File: src/rtl/mpfb_pkg.sv
// Shared types and constants for the page-mode frame store.
package mpfb_pkg;

    localparam int DEF_WIDTH  = 128;
    localparam int DEF_HEIGHT = 64;

    typedef enum logic [2:0] {
        MODE_PIXEL  = 3'd0,
        MODE_READ   = 3'd1,
        MODE_HLINE  = 3'd2,
        MODE_VLINE  = 3'd3,
        MODE_RECT   = 3'd4,
        MODE_SCREEN = 3'd5
    } mode_t;

    typedef enum logic [1:0] {
        INK_CLEAR  = 2'd0,
        INK_SET    = 2'd1,
        INK_INVERT = 2'd2
    } ink_t;

    typedef enum logic [1:0] {
        BK_IDLE,
        BK_CLEAR,
        BK_RUN,
        BK_READ
    } bk_state_t;

    // Clipped command handed from the front to the back.
    // Region is [x0,x1) x [y0,y1); the back sweeps columns and pages.
    typedef struct packed {
        logic        is_read;
        logic        is_fill;
        logic [1:0]  ink;
        logic [10:0] x0;
        logic [10:0] x1;
        logic [8:0]  y0;
        logic [8:0]  y1;
    } cmd_t;

    localparam int CMD_W = $bits(cmd_t);

    function automatic logic [7:0] head_mask(input logic [2:0] lo);
        return 8'hFF << lo;
    endfunction

    function automatic logic [7:0] tail_mask(input logic [3:0] hi);
        return 8'hFF >> (4'd8 - hi);
    endfunction

endpackage

File: src/rtl/mpfb_queue.sv
// Two-entry command queue between front and back.
module mpfb_queue (
    input  logic           clk,
    input  logic           rst_n,
    input  logic           push,
    input  mpfb_pkg::cmd_t push_cmd,
    output logic           full,
    output logic           not_empty,
    input  logic           pop,
    output mpfb_pkg::cmd_t head
);
    import mpfb_pkg::*;

    cmd_t       mem_reg [2];
    logic       wp_reg, rp_reg;
    logic [1:0] cnt_reg;

    assign full      = cnt_reg == 2'd2;
    assign not_empty = cnt_reg != 2'd0;
    assign head      = mem_reg[rp_reg];

    always_ff @(posedge clk)
    begin
        if (push)
            mem_reg[wp_reg] <= push_cmd;
    end

    always_ff @(posedge clk or negedge rst_n)
    begin
        if (!rst_n)
        begin
            wp_reg  <= 1'b0;
            rp_reg  <= 1'b0;
            cnt_reg <= '0;
        end
        else
        begin
            if (push) wp_reg <= !wp_reg;
            if (pop)  rp_reg <= !rp_reg;
            cnt_reg <= cnt_reg + 2'(push) - 2'(pop);
        end
    end

`ifndef SYNTHESIS
    a_no_overflow: assert property (@(posedge clk) disable iff (!rst_n) full |-> !push)
        else $error("queue overflow");
    a_no_underflow: assert property (@(posedge clk) disable iff (!rst_n)
        pop |-> not_empty) else $error("queue underflow");
    a_count: assert property (@(posedge clk) disable iff (!rst_n) cnt_reg != 2'd3)
        else $error("queue count out of range");
`endif

endmodule

File: config.mk
export PLATFORM = sky130hd
export DESIGN_NAME = mpfb_queue
export DESIGN_NICKNAME = d
export VERILOG_FILES = /design/src/rtl/mpfb_pkg.sv /design/src/rtl/mpfb_queue.sv
export SDC_FILE = /design/constraint.sdc
export NUM_CORES = 1
export LEC_CHECK = 0
export ABC_AREA = 0
export BUFFER_PORTS_ARGS = -buffer_cell sky130_fd_sc_hd__buf_2
export CAP_MARGIN = 15
export CORE_MARGIN = 10
export CORE_UTILIZATION = 56
export CTS_CLUSTER_DIAMETER = 60
export CTS_CLUSTER_SIZE = 25
export DETAILED_ROUTE_END_ITERATION = 10
export PLACE_DENSITY = 0.86
export SLEW_MARGIN = 20
export SYNTH_ARGS = -nofsm -noshare
export SYNTH_HDL_FRONTEND = slang
export SYNTH_SLANG_ARGS = --single-unit
File: constraint.sdc
create_clock -name clk -period 5.7 [get_ports clk]
set_input_delay 0.57 -clock clk [delete_from_list [all_inputs] [get_ports clk]]
set_output_delay 0.57 -clock clk [all_outputs]
set_load 0.02 [all_outputs]
After elaboration in Yosys (flattened, before gate mapping)
Memory sizes are Yosys's and may differ from the RTL's.
Index checks and enable logic that the tools add are counted.
- reductions and logical operators: 3
- add/sub/neg operators: 2
- equal/unequal tests: 1
- muxes and demuxes: 2
- operators with widths (operator ; number):
    2-bit by 1-bit adder with 2-bit output ; 1
    2-bit == test, second input constant ; 1
    1-bit logical NOT ; 2
    1-bit 2-to-1 mux ; 2
    2-bit nonzero test ; 1
    2-bit by 1-bit subtractor with 2-bit output ; 1
- bits of input ports: 48
- memories kept: 1
- output and inout port bits: 46
- flip-flop bits (word level): 4
- word-level logic and storage cells: 12
- RAM bits: 88
- memory list (memory ; words ; bits a word ; rd ports ; clocked after Yosys merged registers in ; wr ports ; RTL line ; RTL):
    mem_reg ; 2 ; 44 ; 1 ; 0 ; 1 ; mpfb_queue.sv:14 ; cmd_t mem_reg [2];

Logic depth before layout (Yosys ltp)
- depth in word-level cells: 2
- depth in mapped cells: 5
- gate-level depth less buffers: 5

Worst setup path before layout
No wires, ideal clock.
- kind: input to register
- from: input push
- to: memory mem_reg[0][0] in the netlist's numbering, enable pin
- setup time: 451 ps
- setup slack: 2719 ps
- arrival time: 2530 ps
- stages: 1
- required time: 5249 ps
- path through: nor2b_1
- longest elaborated chain between the ends: 2
- ends and longest elaborated chain (what ; RTL line ; RTL):
    start: declaration ; mpfb_queue.sv:5 ; input logic push,
    1-bit 2-to-1 mux ; mpfb_queue.sv:24 ; if (push)
    1-bit 2-to-1 mux (not written as such) ; mpfb_queue.sv:25 ; mem_reg[wp_reg] <= push_cmd;
    end: declaration ; mpfb_queue.sv:14 ;
No other way between the ends.

==> impl_metrics.toml <==
[synth]
syn_area_mm2 = 0.00357
avgSynthCellArea_um2 = 23.5
synthAdderAreaFrac_pct = 0.700
muxShareOfSynthArea_pct = 18.0
synth_compound_area_share_pct = 0
synth_top_family_by_area = "multiplexers"
yosys.area_share.simple_pct = 0.700
syn-num-nets = 202
synthCells = 152
synth-xor-area-share_pct = 1.16
yosysSeqAreaShare_pct = 76.7
synth_cell_types = 13
ys_ff_latch = 92
synth_warnings = 0

[cells_and_area]
drive_above_1_share_pct = 59.9
syn2layout_area_growth_pct = 18.7
largest_register_ff_count = 88
final_cell_mix = "93 x buf_2, 88 x edfxtp_1, 39 x mux2_4, 9 x clkbuf_8, 5 x mux2_2"
antenna_cells = 0
finish.net_count = 303
final_common_cell = "buf_2"

[grt]
grt_use_total_pct = 12.4
grt_pass1_vias = 1881
grt_max_degree = 45
grt-ovfl-total = 0
antenna_found_initial = 0
grt_pass1_wl_um = 9610

[clock_network]
h-tree-depth = 3
clk_pin_slew_ps = 80
cts_buffer_depth = 2
clkLatencyLatePin_ps = 340
ctsHoldBuffers = 0
cts-root-buf = "clkbuf_8"
post_cts_resized = 0
clock_sinks = 92
cts_tree = "done"
post_cts_buffers = 0
numCtsBuffers = 9

[placed_design]
place_hpwl_um = 4340
port_buffers = 93
gp_congestion = 0.655

[detailed_routing]
wl_um = 6020
ant_nets = 0
viasPerCell = 4.96
route.detailed.wl_per_inst_um = 18.0
vias = 1655
firstDrtPassIters = 4
drcViolationCount = 0
drt-initial-drc-count = 150

[worst_setup_path]
start_kind = "flop"
slowest_delay_ps = 740
worstPathArrival_ps = 2160
worstPathRequired_ps = 5130
rr_endpoint = "mem_reg[1][38]"
cp_slowest_cell = "dfrtp_2"
path_class = "reg2out"
rrSetupSlack_ps = 4000
critPathCaptureType = "output pin"
crit_chain = "buf_4 > mux2_2 > buf_2"
crit_fanout = 26
r2r-start = "wp_reg"
r2r_cells = 1

[die]
die_w_um = 99.9
std_cell_rows = 29
die_y_um = 99.9
boundaryPins = 94
dieArea_mm2 = 0.00998
core-area_mm2 = 0.00628
start_util_pct = 56.9

[sta]
rsz0062_at_grt = "false"
setup_viol = 0
final_hold_viol_count = 0
fmax_ghz = 0.367
finClkSkew_ps = 10.4
max_slew_margin_pct = 30.4
slew_viol_final = 0
timing.final.crit_share_pct = 47.9
finalCriticalPeriod_ps = 2730
tightestPinTransition_ps = 1040
setup_tns_ps = 0

[pwr]
vdd_ir_drop_max_mv = 0.382
power_density_mw_per_mm2 = 499
leakage_nw = 1.74
finalPower_w = 0.00212

[status]
outcome = "finished, final reports clean"

[run]
max_cap_violations = 0

[min_path]
hold_class = "in2async"
-- worst max-delay path, delay by kind of cell (launching register included) --
kind                   cells  cell delay (ps)
muxes                      1              390
buffers and inverters      2              670
DFF                        1              740
-- power breakdown --
part | switching [W] | leakage (nW) | internal (W)
Sequential | 0.0000733 | 0.872 | 0.000901
Combinational | 0.000400 | 0.781 | 0.000350
Clock | 0.000195 | 0.0879 | 0.000199
Total | 0.000668 | 1.74 | 0.00145
-- final cells by class --
cell class | count | area, um2
Clock buffer | 12 | 135
Clock inverter | 3 | 38.8
Fill cell | 446 | 2030
Inverter | 2 | 7.51
Multi-Input combinational cell | 53 | 742
Sequential cell | 92 | 2740
Tap cell | 77 | 96.3
Timing Repair Buffer | 95 | 480
-- cells in the mapped netlist, drive strengths merged --
cell	number	area, um2
and2	1	6.26
buf	5	91.3
dfrtp	4	100
edfxtp	88	2640
ha	2	25.0
inv	2	7.51
mux2	44	642
nor2b	2	12.5
or2	1	6.26
xor2	2	17.5
xor3	1	23.8
-- metrics by stage --
stage	hold WS, ps	util (%)	std cells	instance area (um2)	setup slack, ps
after CTS	15.7	67.6	334	4240	2940
after global placement	377	64.8	319	4070	3300
after detailed placement	382	64.8	319	4070	3320
after floorplan	274	-	152	3570	2720
after global routing	15.1	67.6	334	4240	2840
final	26.2	67.6	334	4240	2970
-- worst max path at each step --
| stage | from | endpoint | slack [ps] |
|---|---|---|---|
| after floorplan | push | mem_reg[0][0] | 2720 |
| final | rp_reg | head[1] | 2970 |
| after global placement | rp_reg | head[1] | 3300 |
| after global routing | rp_reg | head[1] | 2840 |
| after CTS | rp_reg | head[1] | 2940 |
| after detailed placement | rp_reg | head[1] | 3320 |
-- cell families after synthesis --
logic type	after synthesis
DFF	92
muxes	44
buffers and inverters	7
and+or+nand+nor	4
xor gates and xnor gates	3
adders and majority gates	2
-- layer usage --
| layer | track usage [%] | vias to the layer above | share of wire, % |
|---|---|---|---|
| li1 | - | 794 | - |
| met1 | 13.1 | 804 | 37 |
| met2 | 21.6 | 49 | 55 |
| met3 | 4.60 | 8 | 6.7 |
| met4 | 5.29 | 0 | 1.2 |
| met5 | 0 | - | 0 |
Note: power is estimated with default switching activity, not from simulation.
