==> config.mk <==
export PLATFORM = sky130hd
export DESIGN_NAME = mpfb_front
export DESIGN_NICKNAME = d
export VERILOG_FILES = /design/src/rtl/mpfb_pkg.sv /design/src/rtl/mpfb_front.sv
export SDC_FILE = /design/constraint.sdc
export NUM_CORES = 1
export LEC_CHECK = 0
export BUFFER_PORTS_ARGS = -buffer_cell sky130_fd_sc_hd__buf_2
export CORE_MARGIN = 5
export CORE_UTILIZATION = 50
export DETAILED_ROUTE_END_ITERATION = 6
export GPL_ROUTABILITY_DRIVEN = 0
export PLACE_DENSITY = 0.81
export SYNTH_ARGS = -nofsm -noshare
export SYNTH_HDL_FRONTEND = slang
export SYNTH_SLANG_ARGS = --single-unit
==> constraint.sdc <==
create_clock -name vclk -period 4.88
set_input_delay 0.244 -clock vclk [all_inputs]
set_output_delay 0.244 -clock vclk [all_outputs]
set_load 0.01 [all_outputs]
==> src/rtl/mpfb_pkg.sv <==
// Shared types and constants for the page-mode frame store.
package mpfb_pkg;

    localparam int DEF_WIDTH  = 128;
    localparam int DEF_HEIGHT = 64;

    typedef enum logic [2:0] {
        MODE_PIXEL  = 3'd0,
        MODE_READ   = 3'd1,
        MODE_HLINE  = 3'd2,
        MODE_VLINE  = 3'd3,
        MODE_RECT   = 3'd4,
        MODE_SCREEN = 3'd5
    } mode_t;

    typedef enum logic [1:0] {
        INK_CLEAR  = 2'd0,
        INK_SET    = 2'd1,
        INK_INVERT = 2'd2
    } ink_t;

    typedef enum logic [1:0] {
        BK_IDLE,
        BK_CLEAR,
        BK_RUN,
        BK_READ
    } bk_state_t;

    // Clipped command handed from the front to the back.
    // Region is [x0,x1) x [y0,y1); the back sweeps columns and pages.
    typedef struct packed {
        logic        is_read;
        logic        is_fill;
        logic [1:0]  ink;
        logic [10:0] x0;
        logic [10:0] x1;
        logic [8:0]  y0;
        logic [8:0]  y1;
    } cmd_t;

    localparam int CMD_W = $bits(cmd_t);

    function automatic logic [7:0] head_mask(input logic [2:0] lo);
        return 8'hFF << lo;
    endfunction

    function automatic logic [7:0] tail_mask(input logic [3:0] hi);
        return 8'hFF >> (4'd8 - hi);
    endfunction

endpackage

==> src/rtl/mpfb_front.sv <==
// Front end: accepts commands, clips them and pushes them into the queue.
module mpfb_front #(
    parameter int DISPLAY_WIDTH  = mpfb_pkg::DEF_WIDTH,
    parameter int DISPLAY_HEIGHT = mpfb_pkg::DEF_HEIGHT
) (
    input  logic                valid,
    output logic                ready,
    input  logic [2:0]          mode,
    input  logic signed [15:0]  col,
    input  logic signed [15:0]  row,
    input  logic signed [15:0]  span_w,
    input  logic signed [15:0]  span_h,
    input  logic [1:0]          ink,
    output logic                push,
    output mpfb_pkg::cmd_t      push_cmd,
    input  logic                q_full
);
    import mpfb_pkg::*;

    localparam logic signed [17:0] W = 18'(DISPLAY_WIDTH);
    localparam logic signed [17:0] H = 18'(DISPLAY_HEIGHT);

    logic signed [17:0] xs, ys, xe, ye, cx0, cx1, cy0, cy1;
    logic x_on, y_on, wpos, hpos, draw;
    cmd_t c;

    assign ready = !q_full;

    always_comb
    begin
        xs   = 18'(col);
        ys   = 18'(row);
        xe   = xs + 18'(span_w);
        ye   = ys + 18'(span_h);
        x_on = (xs >= 0) && (xs < W);
        y_on = (ys >= 0) && (ys < H);
        wpos = span_w > 0;
        hpos = span_h > 0;
        cx0  = (xs < 0) ? 18'sd0 : xs;
        cx1  = (xe > W) ? W : xe;
        cy0  = (ys < 0) ? 18'sd0 : ys;
        cy1  = (ye > H) ? H : ye;
        c         = '0;
        c.ink     = (ink == INK_CLEAR || ink == INK_SET) ? ink : INK_INVERT;
        draw      = 1'b0;
        case (mode)
            MODE_PIXEL:
            begin
                draw = x_on && y_on;
                c.x0 = xs[10:0]; c.x1 = 11'(xs + 1);
                c.y0 = ys[8:0];  c.y1 = 9'(ys + 1);
            end
            MODE_READ:
            begin
                draw = 1'b1;
                c.is_read = 1'b1;
                c.is_fill = !(x_on && y_on);
                c.x0 = xs[10:0]; c.y0 = ys[8:0];
            end
            MODE_HLINE:
            begin
                draw = y_on && wpos && (cx0 < cx1);
                c.x0 = cx0[10:0]; c.x1 = cx1[10:0];
                c.y0 = ys[8:0];   c.y1 = 9'(ys + 1);
            end
            MODE_VLINE:
            begin
                draw = x_on && hpos && (cy0 < cy1);
                c.x0 = xs[10:0];  c.x1 = 11'(xs + 1);
                c.y0 = cy0[8:0];  c.y1 = cy1[8:0];
            end
            MODE_RECT:
            begin
                draw = wpos && hpos && (cx0 < cx1) && (cy0 < cy1);
                c.x0 = cx0[10:0]; c.x1 = cx1[10:0];
                c.y0 = cy0[8:0];  c.y1 = cy1[8:0];
            end
            MODE_SCREEN:
            begin
                draw = 1'b1;
                c.is_fill = 1'b1;
                c.ink = (ink == INK_CLEAR) ? INK_CLEAR : INK_SET;
                c.x0 = '0; c.x1 = 11'(DISPLAY_WIDTH);
                c.y0 = '0; c.y1 = 9'(DISPLAY_HEIGHT);
            end
            default: draw = 1'b0;
        endcase
    end

    assign push     = valid && ready && draw;
    assign push_cmd = c;

endmodule

Word-level counts from Yosys, hierarchy flattened
Cells that the tools add are included.

cells by class
  $add $sub $neg = 4
  $mul = 0
  divide/modulo/power cells = 0
  order comparisons = 12
  eq/ne operators = 6
  shift-type cells = 0
  muxes and demuxes = 14
  bitwise operators = 0
  reduce and logical (&&, ||, !) cells = 24

operator list
  kind                     number
  $mux W18                 4
  $lt A18 B18 Y1           2
  $add A16 B16 Y17         2
  $pmux W11 S3             1
  $ge A16 B1 Y1 const B    2
  $gt A16 B1 Y1 const B    2
  $lt A16 B1 Y1 const B    2
  $pmux W9 S3              1
  $pmux W11 S2             1
  $pmux W9 S2              1
  $gt A17 B8 Y1 const B    1
  $gt A17 B9 Y1 const B    1
  $lt A16 B8 Y1 const B    1
  $lt A16 B9 Y1 const B    1
  $logic_and A1 B1 Y1      12
  $add A11 B2 Y11 const B  1
  $reduce_or A2 Y1         5
  $add A9 B2 Y9 const B    1
  $eq A3 B2 Y1 const B     2
  $eq A3 B3 Y1 const B     2
  $reduce_or A3 Y1         2
  $pmux W1 S5              1
  $mux W2                  2
  $eq A3 B1 Y1 const B     1
  other kinds (7)          9

storage, ports and cells
  bits in registers = 0
  bits in latches = 0
  RAM bits = 0
  memory bits (read-only) = 0
  input port bits = 71
  output and inout port bits = 46
  logic and storage cells = 60
  memories kept = 0

Logic depth before layout (Yosys ltp)
Gate-level depths: netlist of run 1.

  depth in word-level cells = 8
  gate-level depth with buffers = 23
  gate-level depth less buffers = 22

Least setup slack after synthesis of run 1
Ideal clock, no wire load.

  path type = input-to-output
  start point = input port col[0]
  end point = output port push
  arrival = 4747 ps
  required time = 4636 ps
  slack = -111 ps
  cell stages on the path = 22
  path buffers = 0
  cells stage by stage = ha_1 fa_1 a21o_2 a21oi_2 xnor2_1 or4_1 or4_4 a2111oi_4 a31oi_2 and2b_2 inv_2 ha_1 a21o_1 a21o_1 a21o_1 a21oi_1 o21ai_0 a21oi_1 nor4_1 a2111oi_0 a21oi_1 o32ai_1

on the way
  cells in the longest elaborated chain, start to end = 8
  elaborated cells between the ends (all ways) = 17
  classes of those cells = add/sub (1); order compare (5); mux (3); reduce/logical (8)

ends and longest elaborated chain
  item                              RTL line                            text
  start: declaration                mpfb_front.sv:9                     input logic signed [15:0] col,
  $add A16 B16 Y17                  mpfb_front.sv:33                    xe = xs + 18'(span_w);
  $gt A17 B9 Y1                     mpfb_front.sv:40                    cx1 = (xe > W) ? W : xe;
  $mux W18                          mpfb_front.sv:40
  $lt A18 B18 Y1                    mpfb_front.sv:62, mpfb_front.sv:74
  $logic_and A1 B1 Y1 (2 in a row)  mpfb_front.sv:74                    draw = wpos && hpos && (cx0 < cx1) && (cy0 < cy1);
  $pmux W1 S5 *                     mpfb_front.sv:46                    case (mode)
  $logic_and A1 B1 Y1 *             mpfb_front.sv:90                    assign push = valid && ready && draw;
  end: declaration                  mpfb_front.sv:14                    output logic push,

Every way passes the cells marked *; elsewhere a longest branch is shown, timed or not.

Worst setup path after layout of run 1
  start point = input port row[10]
  end point = output port push

on the way
  cells in the longest elaborated chain, start to end = 7
  elaborated cells between the ends (all ways) = 16
  classes of those cells = add/sub (1); order compare (5); mux (3); reduce/logical (7)

ends and longest elaborated chain
  item                                           RTL line                            text
  start: declaration                             mpfb_front.sv:10                    input logic signed [15:0] row,
  $add A16 B16 Y17                               mpfb_front.sv:34                    ye = ys + 18'(span_h);
  $gt A17 B8 Y1                                  mpfb_front.sv:42                    cy1 = (ye > H) ? H : ye;
  $mux W18                                       mpfb_front.sv:42
  $lt A18 B18 Y1                                 mpfb_front.sv:68, mpfb_front.sv:74
  $logic_and A1 B1 Y1, on equally long branches  mpfb_front.sv:74, mpfb_front.sv:68
  $pmux W1 S5 *                                  mpfb_front.sv:46
  $logic_and A1 B1 Y1 *                          mpfb_front.sv:90

Marks and branches as above.

==> results of run 1 <==
## per-layer routing
layer | track usage, % | vias to the layer above | wire, µm
li1 | - | 2468 | -
met1 | 35.2 | 2407 | 5680
met2 | 50.7 | 298 | 7110
met3 | 2.94 | 51 | 1290
met4 | 8.32 | 0 | 404
met5 | 0 | - | 0
## cell families after synthesis
| family | count (synthesis) | share of synthesized area [%] |
|---|---|---|
| adders and majority gates | 66 | 22.1 |
| AOI/OAI and AO/OA | 164 | 29.5 |
| buffers and inverters | 38 | 3.89 |
| muxes | 3 | 0.791 |
| and+or+nand+nor | 252 | 35.1 |
| xor gates and xnor gates | 37 | 8.53 |
## worst min path at each step
stage,end,depth (start not counted)
finish,ready,3
floorplan,ready,1
global route,ready,3
CTS,ready,3
detailed placement,ready,3
global placement,ready,3
## cell usage in the layout (no fill, tap or decap), types with 19 or more instances in the layout
| master | Yosys | layout |
|---|---|---|
| buf_2 | 1 | 115 |
| o21ai_0 | 27 | 25 |
| nand3_1 | 19 | 19 |
| ha_1 | 64 | 59 |
| buf_4 | 1 | 85 |
| nor2_1 | 46 | 46 |
| xnor2_1 | 26 | 26 |
| nor2b_1 | 36 | 36 |
| inv_1 | 21 | 21 |
| a21oi_1 | 40 | 38 |
| and3_1 | 19 | 19 |
| nand2_1 | 50 | 50 |
## through the flow
step / power, µW / util (%)
after global routing: 810 / 71.8
after floorplan: 408 / -
after global placement: 660 / 69.2
final: 744 / 71.8
after detailed placement: 679 / 69.2
after CTS: 694 / 70.1
## cell type report
class	instances	area share [%]
well taps	99	2.35
repair buffers	204	24.0
inverters	23	1.64
multi-input cells	522	72.0
## report_power, final
part	leakage (µW)	total [µW]	internal, µW	switching (µW)
sequential	0	0	0	0
clock	0	0	0	0
combinational	0.00261	744	344	401
total	0.00261	744	344	401
## what timing repair did
action | CTS | global route
gates resized for setup | 11 | 17
hold buffers | 0 | 0
setup endpoints to repair | 1 | 1
buffers inserted | 1 | 5
pin swaps | 10 | 18
==> flow_metrics.py, run 1 <==
metrics = {
    "outcome": {
        "outcome": "finished, violations left",
        "violations": "negative setup slack",
    },
    "finish": {
        "layout-drive-gt1-share_pct": 31.8,
        "nNetsFinal": 888,
        "final_cells": 848,
        "regArea_um2": 0,
        "seq_cell_count": 0,
        "area_delta_synth_final_pct": 38.6,
        "fillers": 577,
        "num-clock-buffers": 0,
        "final_area_um2": 5270,
        "antenna_cells": 0,
        "multi_input_area_um2": 3790,
    },
    "route": {
        "wire_per_inst_um": 17.1,
        "drtIter0Drc": 412,
        "vias": 5224,
        "drc_errors": 0,
        "via_per_inst": 6.16,
        "wirelength_um": 14500,
        "ant_nets": 0,
        "firstDrtPassIters": 5,
    },
    "setup_path": {
        "critical_path.startpoint": "row[10]",
        "path_class": "in -> out",
        "crit_end": "push",
        "endpoint_kind": "output pin",
        "timing.critical_path.buf_inv": 4,
        "cp-start-kind": "input pin",
        "required_ps": 4640,
        "cp.arrival_ps": 4980,
        "slowest_stage": "or4_4",
        "critical_path.top_delay_family": "compound AO/OA/AOI/OAI gates",
        "cp.depth": 21,
        "critPathMaxFanout": 8,
        "critPathMaxStageDelay_ps": 570,
        "cp_cell_sequence": "buf_2 -> ha_1 -> a21oi_1 -> a21oi_1 -> a211oi_1 -> o21a_1 -> xnor2_1 -> or4_4 -> nor4_4 -> or2_1 -> buf_6 -> buf_4 -> nor2b_1 -> ha_1 -> nand4_1 -> nor3_1 -> a221oi_1 -> o211a_1 -> a31oi_1 -> o32ai_2 -> buf_2",
    },
    "sta": {
        "max_freq_mhz": 191,
        "hold_violations": 0,
        "final_max_slew_viol_count": 0,
        "relSlewSlack_pct": 47.2,
        "holdWs_ps": 732,
        "setup_slack_ps": -347,
        "period_minus_slack_ps": 5230,
        "fin_crit_sh_pct": 107,
        "finalSetupViolCount": 1,
        "rsz0062_at_grt": "yes",
        "fin_setup_tns_ps": -347,
        "tightest_slew_ps": 790,
    },
    "synth": {
        "syn_inst": 560,
        "yosysTopAreaCell": "ha_1",
        "yosysWarnings": 0,
        "syn_nets": 697,
        "synthTopCellsByCount": "64 x ha_1, 50 x nand2_1, 46 x nor2_1",
        "synth.top_cell.area_share_pct": 21.1,
        "synth-seq-area-share_pct": 0,
        "yosysUniqueCellTypes": 68,
        "syn_avg_cell_area_um2": 6.78,
        "synth_most_common_cell": "ha_1",
        "syn_area_um2": 3800,
        "yosys-top-cells-area": "ha_1 21%, xnor2_1 6.0%, nor2b_1 5.9%, a21oi_1 5.3%, nand2_1 4.9%",
    },
    "global_routing": {
        "grt_pass1_wl_um": 23300,
        "grt_antenna_before_repair": 0,
        "grt_max_degree": 27,
        "grt.total_usage_pct": 28.2,
        "grt_pass1_vias": 5045,
        "grt_overflow": 0,
    },
    "min_path": {
        "hold_path.class": "in -> out",
        "min-delay-start": "q_full",
    },
    "place": {
        "preCtsSetupSlack_ps": -501,
        "placement.cell_area_um2": 5070,
        "dpl.cell_count": 842,
        "place_hpwl_um": 11800,
        "portBuffers": 117,
    },
    "power": {
        "ir_worst_vdd_mv": 0.0760,
        "p_per_area_nw_per_um2": 141,
        "power.leakage_uw": 0.00261,
    },
    "floorplanning": {
        "die_h_um": 97.2,
        "die_x_um": 97.2,
        "num_io_pins": 117,
        "core_area_um2": 7330,
        "die-area_um2": 9440,
        "rows": 31,
        "start_util_pct": 51.8,
    },
    "flow_run": {
        "maxCapViolCount": 0,
    },
}
No activity file was read; power rests on OpenSTA's default activity.
==> run 2: changes to the inputs <==
REMOVE_ABC_BUFFERS = 1   (was default)
==> run 2 against run 1 <==
Against the previous run: the flow still finishes with violations (negative setup slack); flip-flop and latch count is the same; clock-buffer cell count is the same; via count grew 3.2%; worst hold slack gained 5.8 ps; routed wire length grew 4.0%; sequential share of layout area is the same; global-route usage grew 1.0 points; cell area grew 2.6%; die area is the same; first-iteration DRC count shrank 8.5%; critical path type unchanged; largest power group unchanged; highest routed layer unchanged.
==> flow_metrics.py, run 2 (same netlist as run 1, synthesis figures left out) <==
metrics = {
    "finish": {
        "area_delta_synth_final_pct": 42.2,
        "regArea_um2": 0,
        "nNetsFinal": 911,
        "final_area_um2": 5400,
        "final_common_cell": "buf_2",
        "seq_cell_count": 0,
        "layout-drive-gt1-share_pct": 33.7,
        "fin_util_pct": 73.7,
        "final_cell_mix": "115 x buf_2, 109 x buf_4, 60 x ha_1, 50 x nand2_1, 46 x nor2_1",
        "num-clock-buffers": 0,
        "antenna_cells": 0,
    },
    "global_routing": {
        "grt_pass1_vias": 5323,
        "grt_pass1_wl_um": 23800,
        "grt_overflow": 0,
        "grt_max_degree": 27,
        "grt_antenna_before_repair": 0,
        "grt.total_usage_pct": 29.2,
    },
    "setup_path": {
        "required_ps": 4640,
        "path_class": "in -> out",
        "cp-start-kind": "input pin",
        "cp_cell_sequence": "buf_8 -> ha_4 -> fa_2 -> a21o_4 -> a21oi_2 -> xnor2_1 -> or4_1 -> or4_4 -> a2111oi_4 -> a31oi_2 -> buf_6 -> buf_4 -> nor2_1 -> inv_1 -> ha_1 -> a31oi_1 -> o21ai_2 -> a21oi_2 -> nor4_2 -> a2111oi_2 -> a21oi_1 -> o32ai_2 -> buf_2",
        "cp.arrival_ps": 5060,
        "slowest_stage": "or4_1",
        "crit_top_cell": "a21oi_2",
        "endpoint_kind": "output pin",
        "critical_path.top_delay_family": "compound AO/OA/AOI/OAI gates",
        "timing.critical_path.buf_inv": 5,
        "critPathMaxFanout": 6,
        "critPathMaxStageDelay_ps": 550,
    },
    "floorplanning": {
        "die_x_um": 97.2,
        "die-area_um2": 9440,
        "num_io_pins": 117,
        "start_util_pct": 51.8,
        "rows": 31,
        "core_area_um2": 7330,
        "die_h_um": 97.2,
    },
    "sta": {
        "hold_violations": 0,
        "fin_crit_sh_pct": 109,
        "setup_slack_ps": -421,
        "tightest_slew_ps": 856,
        "period_minus_slack_ps": 5300,
        "rsz0062_at_grt": "yes",
        "max_freq_mhz": 189,
        "finalSetupViolCount": 1,
        "final_max_slew_viol_count": 0,
        "relSlewSlack_pct": 42.8,
    },
    "power": {
        "power.leakage_uw": 0.00271,
        "totalPowerFinal_uw": 800,
        "p_per_area_nw_per_um2": 148,
        "ir_worst_vdd_mv": 0.0801,
    },
    "place": {
        "portBuffers": 117,
        "place_hpwl_um": 12000,
        "placement.cell_area_um2": 5130,
    },
    "route": {
        "firstDrtPassIters": 5,
        "wire_per_inst_um": 17.3,
        "vias": 5392,
        "drtIter0Drc": 377,
        "wirelength_um": 15100,
        "ant_nets": 0,
        "via_per_inst": 6.19,
        "drc_errors": 0,
    },
    "flow_run": {
        "maxCapViolCount": 0,
    },
    "min_path": {
        "hold_path.class": "in -> out",
    },
    "outcome": {
        "outcome": "finished, violations left",
        "violations": "negative setup slack",
    },
    "cts": {
        "ctsHoldBuffers": 0,
    },
}
run 2: layer usage:
metal  GRT usage (%)  wire length (µm)
met2            54.4              7330
met1            33.6              5620
met4            12.9               721
met3            2.66              1390
met5               0                 0
run 2: worst paths after layout:
check | depth (start not counted) | from | end
min | 3 | q_full | ready
max | 23 | span_w[0] | push
run 2: cell type report:
type,count,area (µm²)
fillers,547,1930
inverters,23,86.3
multi-input cells,522,3760
well taps,99,124
repair buffers,227,1430
run 2: repair_timing:
action,CTS,global route
setup endpoints to repair,1,1
setup buffers,14,5
pin swaps,17,18
gates resized for setup,16,10
run 2: metrics by stage:
stage	TNS [ps]	std cells	hold slack [ps]	setup WS, ps
2_1_floorplan	-111	545	536	-111
3_3_place_gp	-500	852	738	-500
6_report	-421	871	738	-421
5_1_grt	-579	871	776	-579
3_5_place_dp	-580	852	739	-580
4_1_cts	-301	866	739	-301
run 2: worst min-delay path: cells and delay by family:
kind                   cells  cell delay [ps]
buffers and inverters      3              240
run 2: power breakdown:
group / internal [µW] / switching, µW / leakage, µW
clock: 0 / 0 / 0
combinational: 386 / 415 / 0.00271
sequential: 0 / 0 / 0
total: 386 / 415 / 0.00271
